`src/sv/laser_spot_window_tracker_defines.svh`:
```
// Assertion macros shared by the laser spot window tracker RTL.
// Depends on nothing; included by the modules that carry checks.
`ifndef LASER_SPOT_WINDOW_TRACKER_DEFINES_SVH
`define LASER_SPOT_WINDOW_TRACKER_DEFINES_SVH

// Same-cycle implication, checked at every rising edge outside reset.
`define LSWT_ASSERT_IMP(lbl, clk, rst_n, ante, cons) \
    lbl: assert property (@(posedge clk) disable iff (!(rst_n)) (ante) |-> (cons)) \
        else $error("lswt: same-cycle check failed");

// Next-cycle implication, checked at every rising edge outside reset.
`define LSWT_ASSERT_NXT(lbl, clk, rst_n, ante, cons) \
    lbl: assert property (@(posedge clk) disable iff (!(rst_n)) (ante) |=> (cons)) \
        else $error("lswt: next-cycle check failed");

`endif

```
`src/sv/lswt_pkg.sv`:
```
// Shared constants, types and helpers of the laser spot window tracker.
// No dependencies; imported by every module of the block.
package lswt_pkg;

    localparam int FRAME_SIDE = 128;
    localparam int COORD_W    = $clog2(FRAME_SIDE);
    localparam int HALF_W     = 7;
    localparam int SPAN_W     = ((COORD_W > HALF_W) ? COORD_W : HALF_W) + 1;
    localparam int CHAN_W     = 8;
    localparam int WGT_W      = 8;
    localparam int PROD_W     = CHAN_W + WGT_W;
    localparam int SCORE_W    = 18;
    localparam int CMP_W      = 21;
    localparam int OUT_XY_W   = 7;
    localparam int CFG_IDX_W  = 2;
    localparam int CFG_DATA_W = 8;

    typedef logic [COORD_W-1:0] t_coord;

    localparam t_coord COORD_MAX = COORD_W'(FRAME_SIDE - 1);

    // Register indexes of the configuration port
    localparam logic [CFG_IDX_W-1:0] CFG_HUE_WEIGHT        = 2'd0;
    localparam logic [CFG_IDX_W-1:0] CFG_SATURATION_WEIGHT = 2'd1;
    localparam logic [CFG_IDX_W-1:0] CFG_VALUE_WEIGHT      = 2'd2;
    localparam logic [CFG_IDX_W-1:0] CFG_HALF_WINDOW       = 2'd3;

    localparam logic [WGT_W-1:0]  RST_HUE_WEIGHT        = 8'd2;
    localparam logic [WGT_W-1:0]  RST_SATURATION_WEIGHT = 8'd2;
    localparam logic [WGT_W-1:0]  RST_VALUE_WEIGHT      = 8'd1;
    localparam logic [HALF_W-1:0] RST_HALF_WINDOW       = 7'd21;

    typedef struct packed {
        logic [WGT_W-1:0] hue_w;
        logic [WGT_W-1:0] sat_w;
        logic [WGT_W-1:0] val_w;
    } t_weights;

    // Pixel as held in the input register
    typedef struct packed {
        logic [CHAN_W-1:0] hue;
        logic [CHAN_W-1:0] sat;
        logic [CHAN_W-1:0] bri;
        logic              last;
        t_coord            x;
        t_coord            y;
    } t_pix;

    typedef struct packed {
        logic [PROD_W-1:0] prod_h;
        logic [PROD_W-1:0] prod_s;
        logic [PROD_W-1:0] prod_v;
        logic              last;
        t_coord            x;
        t_coord            y;
    } t_prod;

    // Scored pixel; score10 and score9 carry the threshold test 10*w > 9*p
    typedef struct packed {
        logic [SCORE_W-1:0] score;
        logic [CMP_W-1:0]   score10;
        logic [CMP_W-1:0]   score9;
        logic               last;
        t_coord             x;
        t_coord             y;
    } t_scored;

    typedef struct packed {
        t_coord             x;
        t_coord             y;
        logic [SCORE_W-1:0] score;
        logic [CMP_W-1:0]   score10;
        logic [CMP_W-1:0]   score9;
    } t_best;

    function automatic logic [OUT_XY_W-1:0] to_out_xy(input t_coord c);
        logic [SPAN_W-1:0] wide;
        wide = SPAN_W'(c);
        return wide[OUT_XY_W-1:0];
    endfunction

endpackage

```
`src/sv/laser_spot_window_tracker.sv`:
```
// Top level of the laser spot window tracker: config registers, raster
// counters, input register and the score and tracker stages.
// Depends on lswt_pkg, lswt_score and lswt_tracker.
//
//  channel  | direction | handshake                   | payload
//  ---------+-----------+-----------------------------+---------------------------------------
//  cfg      | in        | i_cfg_we (no wait)          | i_cfg_index, i_cfg_data
//  pixel    | in        | i_in_valid / o_in_ready     | i_hue, i_saturation, i_brightness,
//           |           |                             | i_frame_end
//  result   | out       | o_out_valid / i_out_ready   | o_spot_x, o_spot_y, o_spot_score,
//           |           |                             | o_from_window
//
// One pixel transfer per cycle while the pipeline is not stalled; a pixel passes
// the input register, product register and sum register before the tracker stage.
// Reset (synchronous, active low) restores the register defaults, clears the
// raster counters, previous spot and running bests, and empties the pipeline.
// The whole pipeline stalls only when a frame-end pixel reaches the tracker
// while the previous result is still waiting in the output register.
module laser_spot_window_tracker (
    input  logic                            i_clk,
    input  logic                            i_rst_n,
    input  logic                            i_cfg_we,
    input  logic [lswt_pkg::CFG_IDX_W-1:0]  i_cfg_index,
    input  logic [lswt_pkg::CFG_DATA_W-1:0] i_cfg_data,
    input  logic                            i_in_valid,
    output logic                            o_in_ready,
    input  logic [lswt_pkg::CHAN_W-1:0]     i_hue,
    input  logic [lswt_pkg::CHAN_W-1:0]     i_saturation,
    input  logic [lswt_pkg::CHAN_W-1:0]     i_brightness,
    input  logic                            i_frame_end,
    output logic                            o_out_valid,
    input  logic                            i_out_ready,
    output logic [lswt_pkg::OUT_XY_W-1:0]   o_spot_x,
    output logic [lswt_pkg::OUT_XY_W-1:0]   o_spot_y,
    output logic [lswt_pkg::SCORE_W-1:0]    o_spot_score,
    output logic                            o_from_window
);
    import lswt_pkg::*;

    logic [WGT_W-1:0]  r_hue_weight;
    logic [WGT_W-1:0]  r_sat_weight;
    logic [WGT_W-1:0]  r_val_weight;
    logic [HALF_W-1:0] r_half_window;
    t_coord            r_col;
    t_coord            r_row;
    logic              r_a_valid;
    t_pix              r_a;
    t_pix              n_a;
    t_weights          w_weights;
    logic              w_hold;
    logic              w_adv;
    logic              w_accept;
    logic              w_c_valid;
    t_scored           w_c;

    // Configuration registers: the user must write them only while the pipeline is empty; the block does not enforce it
    always_ff @(posedge i_clk) begin
        if (!i_rst_n) begin
            r_hue_weight  <= RST_HUE_WEIGHT;
            r_sat_weight  <= RST_SATURATION_WEIGHT;
            r_val_weight  <= RST_VALUE_WEIGHT;
            r_half_window <= RST_HALF_WINDOW;
        end else if (i_cfg_we) begin
            case (i_cfg_index)
                CFG_HUE_WEIGHT:        r_hue_weight  <= i_cfg_data[WGT_W-1:0];
                CFG_SATURATION_WEIGHT: r_sat_weight  <= i_cfg_data[WGT_W-1:0];
                CFG_VALUE_WEIGHT:      r_val_weight  <= i_cfg_data[WGT_W-1:0];
                CFG_HALF_WINDOW:       r_half_window <= i_cfg_data[HALF_W-1:0];
                default: begin
                end
            endcase
        end
    end

    assign w_weights = '{hue_w: r_hue_weight, sat_w: r_sat_weight, val_w: r_val_weight};

    // Every stage advances together; the tracker raises hold on a result collision
    assign w_adv      = !w_hold;
    assign o_in_ready = w_adv;
    assign w_accept   = i_in_valid && w_adv;

    // Raster position: stamp each pixel at transfer, wrap at the frame side,
    // return to the origin after the frame-end pixel
    always_ff @(posedge i_clk) begin
        if (!i_rst_n) begin
            r_col <= '0;
            r_row <= '0;
        end else if (w_accept) begin
            if (i_frame_end) begin
                r_col <= '0;
                r_row <= '0;
            end else if (r_col == COORD_MAX) begin
                r_col <= '0;
                r_row <= (r_row == COORD_MAX) ? '0 : r_row + 1'b1;
            end else begin
                r_col <= r_col + 1'b1;
            end
        end
    end

    always_comb begin
        n_a.hue  = i_hue;
        n_a.sat  = i_saturation;
        n_a.bri  = i_brightness;
        n_a.last = i_frame_end;
        n_a.x    = r_col;
        n_a.y    = r_row;
    end

    // Input register
    always_ff @(posedge i_clk) begin
        if (!i_rst_n) begin
            r_a_valid <= 1'b0;
        end else if (w_adv) begin
            r_a_valid <= i_in_valid;
        end
    end

    always_ff @(posedge i_clk) begin
        if (w_adv) begin
            r_a <= n_a;
        end
    end

    lswt_score u_score (
        .i_clk     (i_clk),
        .i_rst_n   (i_rst_n),
        .i_en      (w_adv),
        .i_valid   (r_a_valid),
        .i_pix     (r_a),
        .i_weights (w_weights),
        .o_valid   (w_c_valid),
        .o_scored  (w_c)
    );

    lswt_tracker u_tracker (
        .i_clk         (i_clk),
        .i_rst_n       (i_rst_n),
        .i_valid       (w_c_valid),
        .i_scored      (w_c),
        .i_half_window (r_half_window),
        .o_hold        (w_hold),
        .o_out_valid   (o_out_valid),
        .i_out_ready   (i_out_ready),
        .o_spot_x      (o_spot_x),
        .o_spot_y      (o_spot_y),
        .o_spot_score  (o_spot_score),
        .o_from_window (o_from_window)
    );

endmodule

```
`src/sv/lswt_score.sv`:
```
// Score pipeline: weight products, then weighted sum and its x10 / x9 forms.
// Depends on lswt_pkg.
module lswt_score (
    input  logic              i_clk,
    input  logic              i_rst_n,
    input  logic              i_en,
    input  logic              i_valid,
    input  lswt_pkg::t_pix    i_pix,
    input  lswt_pkg::t_weights i_weights,
    output logic              o_valid,
    output lswt_pkg::t_scored o_scored
);
    import lswt_pkg::*;

    logic               r_b_valid;
    logic               r_c_valid;
    t_prod              r_b;
    t_prod              n_b;
    t_scored            r_c;
    t_scored            n_c;
    logic [SCORE_W-1:0] w_sum;

    always_comb begin
        n_b.prod_h = PROD_W'(i_weights.hue_w) * PROD_W'(i_pix.hue);
        n_b.prod_s = PROD_W'(i_weights.sat_w) * PROD_W'(i_pix.sat);
        n_b.prod_v = PROD_W'(i_weights.val_w) * PROD_W'(i_pix.bri);
        n_b.last   = i_pix.last;
        n_b.x      = i_pix.x;
        n_b.y      = i_pix.y;
    end

    assign w_sum = SCORE_W'(r_b.prod_h) + SCORE_W'(r_b.prod_s) + SCORE_W'(r_b.prod_v);

    always_comb begin
        n_c.score   = w_sum;
        n_c.score10 = (CMP_W'(w_sum) << 3) + (CMP_W'(w_sum) << 1);
        n_c.score9  = (CMP_W'(w_sum) << 3) + CMP_W'(w_sum);
        n_c.last    = r_b.last;
        n_c.x       = r_b.x;
        n_c.y       = r_b.y;
    end

    always_ff @(posedge i_clk) begin
        if (!i_rst_n) begin
            r_b_valid <= 1'b0;
            r_c_valid <= 1'b0;
        end else if (i_en) begin
            r_b_valid <= i_valid;
            r_c_valid <= r_b_valid;
        end
    end

    always_ff @(posedge i_clk) begin
        if (i_en) begin
            r_b <= n_b;
            r_c <= n_c;
        end
    end

    assign o_valid  = r_c_valid;
    assign o_scored = r_c;

endmodule

```
`src/sv/lswt_window.sv`:
```
// Search window test: clamp the window around the previous spot, check a pixel.
// Depends on lswt_pkg.
module lswt_window (
    input  lswt_pkg::t_coord            i_prev_x,
    input  lswt_pkg::t_coord            i_prev_y,
    input  logic [lswt_pkg::HALF_W-1:0] i_half_window,
    input  lswt_pkg::t_coord            i_x,
    input  lswt_pkg::t_coord            i_y,
    output logic                        o_in_window
);
    import lswt_pkg::*;

    logic [SPAN_W-1:0] w_half;
    logic [SPAN_W-1:0] w_side;
    logic [SPAN_W-1:0] w_lx;
    logic [SPAN_W-1:0] w_ly;
    logic [SPAN_W-1:0] w_x;
    logic [SPAN_W-1:0] w_y;

    // Low edge of the window on one axis, kept inside the frame
    function automatic logic [SPAN_W-1:0] win_low(input logic [SPAN_W-1:0] center,
                                                  input logic [SPAN_W-1:0] half,
                                                  input logic [SPAN_W-1:0] side);
        logic [SPAN_W-1:0] top;
        logic [SPAN_W-1:0] low;
        top = SPAN_W'(FRAME_SIDE) - side;
        low = center - half;
        if (side >= SPAN_W'(FRAME_SIDE)) begin
            return '0;
        end else if (center < half) begin
            return '0;
        end else if (low > top) begin
            return top;
        end else begin
            return low;
        end
    endfunction

    assign w_half = SPAN_W'(i_half_window);
    assign w_side = w_half << 1;
    assign w_x    = SPAN_W'(i_x);
    assign w_y    = SPAN_W'(i_y);
    assign w_lx   = win_low(SPAN_W'(i_prev_x), w_half, w_side);
    assign w_ly   = win_low(SPAN_W'(i_prev_y), w_half, w_side);

    assign o_in_window = (w_x >= w_lx) && ((w_x - w_lx) < w_side) &&
                         (w_y >= w_ly) && ((w_y - w_ly) < w_side);

endmodule

```
`src/sv/lswt_tracker.sv`:
```
// Running frame and window bests, end-of-frame choice and the result register.
// Depends on lswt_pkg, lswt_window and the assertion macro header.
`include "laser_spot_window_tracker_defines.svh"

module lswt_tracker (
    input  logic                          i_clk,
    input  logic                          i_rst_n,
    input  logic                          i_valid,
    input  lswt_pkg::t_scored             i_scored,
    input  logic [lswt_pkg::HALF_W-1:0]   i_half_window,
    output logic                          o_hold,
    output logic                          o_out_valid,
    input  logic                          i_out_ready,
    output logic [lswt_pkg::OUT_XY_W-1:0] o_spot_x,
    output logic [lswt_pkg::OUT_XY_W-1:0] o_spot_y,
    output logic [lswt_pkg::SCORE_W-1:0]  o_spot_score,
    output logic                          o_from_window
);
    import lswt_pkg::*;

    t_best              r_fbest;
    t_best              r_wbest;
    t_best              r_prev;
    t_best              n_fbest;
    t_best              n_wbest;
    t_best              n_prev;
    t_best              w_cand;
    logic               r_out_valid;
    t_coord             r_out_x;
    t_coord             r_out_y;
    logic [SCORE_W-1:0] r_out_score;
    logic               r_out_from_win;
    logic               w_in_window;
    logic               w_commit;
    logic               w_take;

    lswt_window u_window (
        .i_prev_x      (r_prev.x),
        .i_prev_y      (r_prev.y),
        .i_half_window (i_half_window),
        .i_x           (i_scored.x),
        .i_y           (i_scored.y),
        .o_in_window   (w_in_window)
    );

    // Stall only when a frame-end pixel would overwrite an untaken result
    assign o_hold   = i_valid && i_scored.last && r_out_valid && !i_out_ready;
    assign w_commit = i_valid && !o_hold;

    always_comb begin
        w_cand.x       = i_scored.x;
        w_cand.y       = i_scored.y;
        w_cand.score   = i_scored.score;
        w_cand.score10 = i_scored.score10;
        w_cand.score9  = i_scored.score9;
        n_fbest = (i_scored.score > r_fbest.score) ? w_cand : r_fbest;
        n_wbest = (w_in_window && (i_scored.score > r_wbest.score)) ? w_cand : r_wbest;
        // 100*w > 90*p is the same test as 10*w > 9*p
        w_take  = n_wbest.score10 > r_prev.score9;
        n_prev  = w_take ? n_wbest : n_fbest;
    end

    always_ff @(posedge i_clk) begin
        if (!i_rst_n) begin
            r_fbest     <= '0;
            r_wbest     <= '0;
            r_prev      <= '0;
            r_out_valid <= 1'b0;
        end else begin
            if (w_commit) begin
                if (i_scored.last) begin
                    r_prev  <= n_prev;
                    r_fbest <= '0;
                    r_wbest <= '0;
                end else begin
                    r_fbest <= n_fbest;
                    r_wbest <= n_wbest;
                end
            end
            if (w_commit && i_scored.last) begin
                r_out_valid <= 1'b1;
            end else if (i_out_ready) begin
                r_out_valid <= 1'b0;
            end
        end
    end

    always_ff @(posedge i_clk) begin
        if (w_commit && i_scored.last) begin
            r_out_x        <= n_prev.x;
            r_out_y        <= n_prev.y;
            r_out_score    <= n_prev.score;
            r_out_from_win <= w_take;
        end
    end

    assign o_out_valid   = r_out_valid;
    assign o_spot_x      = to_out_xy(r_out_x);
    assign o_spot_y      = to_out_xy(r_out_y);
    assign o_spot_score  = r_out_score;
    assign o_from_window = r_out_from_win;

    `LSWT_ASSERT_IMP(a_window_not_above_frame, i_clk, i_rst_n, 1'b1, r_wbest.score <= r_fbest.score)
    `LSWT_ASSERT_NXT(a_clear_after_end, i_clk, i_rst_n, w_commit && i_scored.last, r_fbest.score == '0 && r_wbest.score == '0 && r_out_valid)
    `LSWT_ASSERT_IMP(a_prev_is_pending_result, i_clk, i_rst_n, r_out_valid, r_prev.score == r_out_score)
    `LSWT_ASSERT_IMP(a_hold_only_on_end, i_clk, i_rst_n, o_hold, i_valid && i_scored.last && r_out_valid)

endmodule

```
`config.mk`:
```
export PLATFORM = sky130hd
export DESIGN_NAME = laser_spot_window_tracker
export DESIGN_NICKNAME = d
export VERILOG_FILES = /design/src/sv/lswt_pkg.sv /design/src/sv/laser_spot_window_tracker.sv /design/src/sv/lswt_score.sv /design/src/sv/lswt_window.sv /design/src/sv/lswt_tracker.sv
export VERILOG_INCLUDE_DIRS = /design/src /design/src/sv
export SDC_FILE = /design/constraint.sdc
export NUM_CORES = 1
export LEC_CHECK = 0
export BUFFER_PORTS_ARGS = -buffer_cell sky130_fd_sc_hd__buf_2
export CAP_MARGIN = 40
export CORE_MARGIN = 1
export CORE_UTILIZATION = 55
export DETAILED_ROUTE_END_ITERATION = 12
export PLACE_DENSITY = 0.72
export REMOVE_ABC_BUFFERS = 1
export SYNTH_ARGS = -nofsm -noshare
export SYNTH_HDL_FRONTEND = slang
export SYNTH_HIERARCHICAL = 1
export SYNTH_SLANG_ARGS = --single-unit
```
`constraint.sdc`:
```
create_clock -name i_clk -period 16.8 [get_ports i_clk]
set_input_delay 0.84 -clock i_clk [delete_from_list [all_inputs] [get_ports i_clk]]
set_output_delay 0.84 -clock i_clk [all_outputs]
set_load 0.05 [all_outputs]
```
* After elaboration in Yosys (flattened, before gate mapping)
Index checks and enable logic that the tools add are counted.
** Storage, ports and cells
- Logic and storage cells :: 115
- Register bits :: 442
- Input bits :: 40
- Output and inout port bits :: 35
** Cells by class
- Multiplexer cells :: 18
- Add/subtract/negate cells :: 11
- Reduce and logical (&&, ||, !) cells :: 21
- Multiply operators :: 3
- Order comparisons :: 12
- Equal/unequal tests :: 5
** Operators with widths (number)
- two-way mux 74 bit :: 5
- multiplier 8 x 8 -> 16 bit :: 3
- two-way mux 8 bit :: 6
- greater-than comparator 18 bit :: 2
- two-way mux 7 bit :: 5
- adder 21 x 18 -> 21 bit :: 1
- adder 21 x 19 -> 21 bit :: 1
- greater-than comparator 21 bit :: 1
- adder 18 x 16 -> 18 bit :: 1
- adder 16 x 16 -> 17 bit :: 1
- >= comparator 7 x 8 -> 1 bit :: 2
- greater-than comparator 8 bit :: 2
- < comparator 8 bit :: 2
- subtractor 7 x 7 -> 8 bit :: 2
- subtractor 7 x 8 -> 8 bit :: 2
- adder 7 x 1 -> 7 bit (second input constant) :: 2
- equality test 7 bit (second input constant) :: 2
- < comparator 7 bit :: 2
- AND reduction 2 bit :: 6
- logical AND 1 bit :: 10
- >= comparator 8 bit (second input constant) :: 1
- subtractor 8 bit (first input constant) :: 1
- equality test 2 bit (second input constant) :: 2
- nonzero test 2 bit :: 2
- 4 further kinds :: 6

* Depth between registers and ports, before layout
Gate-level depths: netlist of the first run.
- Depth in word-level cells :: 14
- Gate-level depth with buffers :: 45
- Gate-level depth less buffers :: 41

* Hierarchy
The synthesis of the first run kept the hierarchy.
** Modules (own cells, without submodules)
- lswt_score :: cells an instance 1196, seq. area each 4003.8 sq um, times used 1, area an instance 12801.0 sq um
- lswt_tracker :: cells an instance 1105, seq. area each 4254.1 sq um, times used 1, area an instance 9669.3 sq um
- laser_spot_window_tracker :: cells an instance 258, seq. area each 2092.0 sq um, times used 1, area an instance 3106.7 sq um
- lswt_window :: cells an instance 272, seq. area each 0.0 sq um, times used 1, area an instance 2190.9 sq um

* Worst setup path after synthesis of the first run
OpenSTA, ideal clock, no wires.
- Kind :: reg2reg
- From :: register r_half_window[0]
- To :: register u_tracker.r_out_score[10] (netlist: u_tracker/o_spot_score[10]), data pin
- Stages on the path, launching flop included :: 44
- Period minus slack after synthesis :: 9.058 ns
- Setup slack :: 7.742 ns
- Buffers on the path :: 4
- Arrival time :: 8.800 ns
- Path through :: dfxtp_1 > ha_1 > inv_1 > fa_1 > a211o_1 > a21oi_1 > o21ai_0 > and2b_2 > ha_1 > nand4_1 > or2_2 > o31a_1 > buf_4 > nor3b_1 > ha_1 > inv_1 > fa_1 > a21oi_1 > (+8 left out) > o21ai_2 > a221o_1 > a2111oi_2 > inv_1 > nor2_1 > clkbuf_1 > nand3_1 > nand2_1 > ha_1 > a21o_1 > a211oi_1 > o311ai_1 > a211oi_2 > o211ai_1 > buf_2 > buf_1 > o22ai_1 > a21oi_1
** RTL lines
- start: declaration :: RTL line laser_spot_window_tracker.sv:43 : logic [HALF_W-1:0] r_half_window;
- start signal: assignment :: RTL line laser_spot_window_tracker.sv:68 : CFG_HALF_WINDOW: r_half_window <= i_cfg_data[HALF_W-1:0];
- end signal: assignment :: RTL line lswt_tracker.sv:92 : r_out_score <= n_prev.score;
- end: declaration :: RTL line lswt_tracker.sv:31 : logic [SCORE_W-1:0] r_out_score;

==> results of run 1 <==
## cell families after synthesis
group / Yosys count / share of synthesized area
adder cells (fa/ha/maj): 397 / 0.2142
AND/OR/NAND/NOR: 774 / 0.1348
multiplexers: 29 / 0.01081
other: 1 / 0.0001350
flip-flops: 415 / 0.3727
XOR/XNOR: 93 / 0.02960
AO/OA/AOI/OAI: 678 / 0.1750
buffers and inverters: 444 / 0.06277
## path summary, 6_finish.rpt
path	end	slack (ns)	from	depth (start not counted)
worst min-delay path	r_a[34]$_DFFE_PN_	0.42	i_hue[3]	1
worst max register to register	u_tracker/o_spot_score[16]$_DFFE_PP_	6.28	r_half_window[1]$_SDFFE_PN0P_	42
worst max-delay path	u_tracker/o_spot_score[16]$_DFFE_PP_	6.28	r_half_window[1]$_SDFFE_PN0P_	42
worst min register to register	u_score/o_scored[9]$_DFFE_PP_	0.42	u_score/n_c[9]$_DFFE_PP_	0
## critical path: cells and delay by family (launching register included)
| kind | cells | cell delay (ns) |
|---|---|---|
| xor+xnor | 1 | 0.13 |
| flops | 1 | 0.36 |
| simple gates | 10 | 1.76 |
| compound gates | 18 | 4.44 |
| buf+inv | 7 | 1.68 |
| fa+ha+maj | 6 | 1.84 |
## per-stage QoR
step / std cells / hold WS, ns / instance area, µm² / utilization
finish: 3576 / 0.4160 / 30380 / 0.6155
global route: 3575 / 0.3922 / 30380 / 0.6155
CTS: 3575 / 0.3842 / 30380 / 0.6155
detailed placement: 3489 / 0.4045 / 28850 / 0.5845
global placement: 3482 / 0.4005 / 28690 / 0.5813
floorplan: 2722 / 0.4003 / 27280 / -
## cells in the final DEF (no fill, tap or decap), types with 10 or more instances in the layout
cell	netlist	layout
a21oi_1	125	124
a211oi_1	14	14
nand2b_1	14	14
edfxtp_1	204	204
inv_1	333	331
nand3_1	63	63
xor2_1	23	23
buf_2	22	74
fa_1	131	131
dfxtp_1	211	211
clkbuf_8	0	10
nor3_1	25	24
o22ai_1	23	23
nor2b_1	39	39
o21ai_0	101	101
nand2_1	219	219
a22oi_1	108	108
o221ai_1	23	23
and2_1	155	154
mux2i_1	21	21
buf_4	9	23
o2111ai_1	16	16
nand4_1	17	17
o21a_1	22	22
ha_1	264	264
clkbuf_1	72	13
a21boi_0	28	28
a31oi_1	24	24
xnor2_1	69	69
a221oi_2	16	16
nor2_1	195	194
o31a_1	22	22
clkbuf_16	0	47
a221oi_1	10	10
a21o_1	64	64
## layer usage
metal,vias to the layer above,GRT usage
li1,10020,-
met1,10240,0.3362
met2,653,0.4440
met3,148,0.03900
met4,0,0.1014
met5,-,0
## power groups by stage
stage | Clock (W) | Sequential (W) | Combinational [W]
after detailed placement | 0 | 0.00147 | 0.00287
after global routing | 0.00108 | 0.00146 | 0.00322
after floorplan | 0 | 0.00144 | 0.00205
after global placement | 0 | 0.00146 | 0.00267
after CTS | 0.00104 | 0.00144 | 0.00289
final | 0.00102 | 0.00145 | 0.00293
## layout make-up
cell class,instances,area (µm²),area share
Clock buffer,70,1363,0.04485
Tap cell,664,830.8,0.02735
Clock inverter,16,167.7,0.005519
Sequential cell,415,10350,0.3407
Multi-Input combinational cell,1972,15710,0.5171
Antenna cell,1,2.502,0.00008237
Inverter,335,1265,0.04164
Timing Repair Buffer,103,691.9,0.02278
## registers in the layout, summed over array words and instances, names as in the netlist, 7 cells and up
name                    flops
u_tracker/r_fbest          53
u_score/o_scored           69
u_tracker/o_spot_score     18
r_col                       7
r_row                       7
u_tracker/r_wbest          74
r_a                        39
r_sat_weight                8
r_half_window               7
u_score/r_b                48
u_tracker/r_prev           35
u_tracker/o_spot_x          7
r_hue_weight                8
u_tracker/o_spot_y          7
r_val_weight                8
u_score/n_c                15
==> impl_metrics.toml, run 1 <==
[yosys]
synth_edf_count = 204
synth_cell_types = 95
syn_inst = 2831
syn_area_mm2 = 0.02777
ys_top_cells_by_area = "edfxtp_1 22%, dfxtp_1 15%, ha_1 12%"
avgSynthCellArea_um2 = 9.809
synth_ff_type = "dfxtp_1"
ys_seq_area_frac = 0.3727
synth_top_area_share = 0.2206
yosysMostFrequentCell = "inv_1"
async_flop_share = 0
ys_ff_latch = 415
synth_commonest_cells = "333 x inv_1, 264 x ha_1, 219 x nand2_1"
synth_warnings = 6
yosysTopAreaCell = "edfxtp_1"

[routing]
postRouteAntennaNets = 0
drc = 0
wl_met1_um = 28370
routed_via_density = 5.889
via_count = 21060
first_pass_iters = 6
wl_met2_um = 31930
wl_per_cell_um = 18.55
wirelength_um = 66350
initialDrtViolationCount = 1804
top_layer = "met4"
dr_wl_met3_um = 3667

[cts]
cts_resized = 0
post_cts_buffers = 0
numCtsBuffers = 46
clock_latency_ns = 0.61
h-tree-depth = 2
path_clk_slew_ns = 0.06
cts_tree = "built"
cts_buffer_depth = 3
cts_hold_buf = 0
cts.sinks = 415
cts_root_buffer = "clkbuf_16"

[power]
power.share.clock = 0.189
combPwrFrac = 0.543
total_power_w = 0.005397
internal-power_w = 0.003021
power.density_mw_per_mm2 = 177.6
power_leakage_nw = 13.07
seq_power_share = 0.269
sw_frac_of_total = 0.4402
p_sw_w = 0.002376
peakVddDrop_mv = 0.1867

[placement]
place_congestion = 0.8966
post-place-ws_ns = 6.338
io_buffers = 74
hpwl_um = 47900

[timing]
fmax_ghz = 0.09510
max_slew_margin = 0.3747
tightest_slew_ns = 0.9375
rsz0062_at_grt = "false"
min_period_ns = 10.52
setup-violations-final = 0
drv_slew = 0
finClkSkew_ns = 0.02964
hold_viol_final = 0
tns_ns = 0
fin_ws_ns = 6.285
fin_crit_sh = 0.6259

[critical_path]
cp-end-kind = "flip-flop"
cpPeakStageDelay_ns = 0.62
crit_top_cell = "ha_1"
worstSetupStartpointType = "flip-flop"
worstSetupPathType = "flip-flop to flip-flop"
crit_arrival_ns = 10.87
crit_slowest_cell = "a211oi_2"
cp_max_fo = 40
required_ns = 17.16

[layout]
fillers = 4068
area_growth_pct = 9.404
drive_gt1_frac = 0.08485
fin_nets = 3308

[floorplanning]
start_util = 0.5626
rows = 81
die_x_um = 226.7
io_pins = 75
die-area_mm2 = 0.05139
die_y_um = 226.7
coreArea_mm2 = 0.04936

[global_routing]
grt_antenna_before_repair = 1
grt_pass1_vias = 20810
grtUsageTotal = 0.2620
grt_start_max_net_pins = 75
grt_overflow = 0
grt_first_pass_wirelength_um = 106300

[hold_path]
hold_class = "primary input to flip-flop"

[outcome]
status = "completed"

[run]
maxCapViolations = 0
Note: power is estimated with default switching activity, not from simulation.
==> run 2, diff against run 1 <==
- ABC_AREA: unset -> 1
- clock period: 16.8 -> 9.68 ns (I/O delays scaled with it)
==> run 2 against run 1 <==
Sequential power up 86%. Synthesized cell count up 34%. Combinational power increased by 140%. Hold slack worse by 0.36 ns. Maximum frequency is 27% higher. Clock power up 77%. Via count rose by 13%. Wire length rose by 3.5%. Area after synthesis rose by 7.5%. Utilization down 1.7 points.
==> impl_metrics.toml, run 2 <==
[cts]
cts_root_buffer = "clkbuf_16"
cts_resized = 0
cts_hold_buf = 0
cts.sinks = 415
numCtsBuffers = 47
clock_latency_ns = 0.60
path_clk_slew_ns = 0.07
cts_buffer_depth = 3
post_cts_buffers = 0
cts_tree = "built"
h-tree-depth = 2

[outcome]
status = "completed"

[routing]
routed_via_density = 5.273
wl_per_cell_um = 15.22
initialDrtViolationCount = 1598
postRouteAntennaNets = 0
wirelength_um = 68700
drc = 0
via_count = 23800
first_pass_iters = 6

[layout]
fin_nets = 4214
top_register = "u_tracker/r_wbest"
diodes = 0
drive_gt1_frac = 0.07336
multi_input_area_mm2 = 0.01629
final_common_cell = "nand2_1"
fin_cells = 4513
fillers = 4777
regArea_mm2 = 0.01035
largest_reg_flops = 74
area_growth_pct = 7.713
most-common-layout-cells = "975 x nand2_1, 646 x inv_1, 298 x nand3_1"

[yosys]
ys_seq_area_frac = 0.3467
syn_area_mm2 = 0.02985
avgSynthCellArea_um2 = 7.878
ys_ff_latch = 415
synth_ff_type = "dfxtp_1"
yosysMostFrequentCell = "nand2_1"
synth_commonest_cells = "975 x nand2_1, 646 x inv_1, 298 x nand3_1"
async_flop_share = 0
synth_cell_types = 58
synth_top_area_share = 0.2052
yosysTopAreaCell = "edfxtp_1"
ys_top_cells_by_area = "edfxtp_1 21%, dfxtp_1 14%, nand2_1 12%"
synth_warnings = 6
syn_inst = 3789
synth_edf_count = 204

[global_routing]
grt_antenna_before_repair = 0
grt_pass1_vias = 22620
grt_start_max_net_pins = 95
gr-usage-met1 = 0.3281
grt_util_met3 = 0.02491
grt_first_pass_wirelength_um = 112400
busiest_layer = "met2"
grt_overflow = 0
grtUsageTotal = 0.2505
grt_util_met2 = 0.4339

[floorplanning]
coreArea_mm2 = 0.05371
die-area_mm2 = 0.05521
die_y_um = 235.0
die_x_um = 235.0
io_pins = 75
rows = 85
start_util = 0.5558

[critical_path]
crit_slowest_cell = "dfxtp_1"
crit_arrival_ns = 8.83
cpPeakStageDelay_ns = 0.67
crit_top_cell = "nand2_1"
worstSetupStartpointType = "flip-flop"
cp_max_fo = 55
worstSetupPathType = "flip-flop to flip-flop"
required_ns = 10.21
cp-end-kind = "flip-flop"

[timing]
fmax_ghz = 0.1205
setup-violations-final = 0
max_slew_margin = 0.4420
drv_slew = 0
rsz0062_at_grt = "false"
fin_crit_sh = 0.8576
tightest_slew_ns = 0.8370
hold_viol_final = 0
min_period_ns = 8.301
finClkSkew_ns = 0.02286
tns_ns = 0

[run]
maxCapViolations = 0

[placement]
hpwl_um = 49280
dp.cells = 4426
place_congestion = 0.9275
io_buffers = 74

[power]
peakVddDrop_mv = 0.4166
power_leakage_nw = 16.46
power.density_mw_per_mm2 = 357.9

[hold_path]
hold_class = "primary input to flip-flop"
==> run 2: layout make-up <==
cell class	count	share of cell area
inverters	668	0.07826
repair buffers	90	0.01751
well taps	696	0.02709
clock inverters	20	0.006694
flip-flops and latches	415	0.3219
clock buffers	67	0.04180
multi-input cells	2557	0.5067
==> run 2: where the power goes <==
group          switching [W]  total (W)  leakage (nW)  internal, W
clock network       0.000738    0.00181         0.765      0.00107
logic                0.00457    0.00700          11.8      0.00243
registers           0.000206    0.00269          3.95      0.00249
==> run 2: metal layers <==
layer	part of all wire	up-vias
met3	0.048	103
met2	0.48	589
li1	-	12000
met5	0	-
met4	0.027	0
met1	0.44	11100
==> run 2: cell families (layout without fill, tap and decap cells) <==
kind of cell	Yosys count	in the layout	synth area share
and+or+nand+nor	1625	1625	0.2321
buffers and inverters	817	845	0.1079
AOI/OAI and AO/OA	426	426	0.08153
DFF	415	415	0.3467
adders and majority gates	395	395	0.1985
xor gates and xnor gates	92	92	0.02700
muxes	18	18	0.006036
other	1	1	0.0001256
==> run 2: final timing paths <==
check	slack (ns)	end	start	depth (start not counted)
worst min register to register	0.42	u_score/o_scored[10]$_DFFE_PP_	u_score/n_c[10]$_DFFE_PP_	0
worst min-delay path	0.06	r_a[36]$_DFFE_PN_	i_hue[5]	1
worst max register to register	1.38	u_tracker/r_prev[62]$_SDFFE_PN0P_	r_half_window[0]$_SDFFE_PN1P_	50
worst max-delay path	1.38	u_tracker/r_prev[62]$_SDFFE_PN0P_	r_half_window[0]$_SDFFE_PN1P_	50
==> run 2: worst max-delay path: cells and delay by family, from the launching register on <==
family	cells	cell delay, ns
AO/OA/AOI/OAI	6	0.87
XOR/XNOR	2	0.38
adder cells (fa/ha/maj)	6	1.93
buffers and inverters	8	1.56
flip-flops	1	0.67
AND/OR/NAND/NOR	28	2.71
==> run 2: per-stage QoR <==
step / hold slack, ns / setup WS [ns] / instance area, µm² / total power, W / utilization
5_1_grt: 0.04132 / 0.6191 / 32150 / 0.01247 / 0.5986
3_3_place_gp: 0.4013 / 1.780 / 30490 / 0.009490 / 0.5677
4_1_cts: 0.03163 / 1.504 / 32150 / 0.01150 / 0.5986
3_5_place_dp: 0.4045 / 1.558 / 30590 / 0.009646 / 0.5696
2_1_floorplan: 0.4003 / 1.400 / 29140 / 0.007925 / -
6_report: 0.05861 / 1.379 / 32150 / 0.01151 / 0.5986
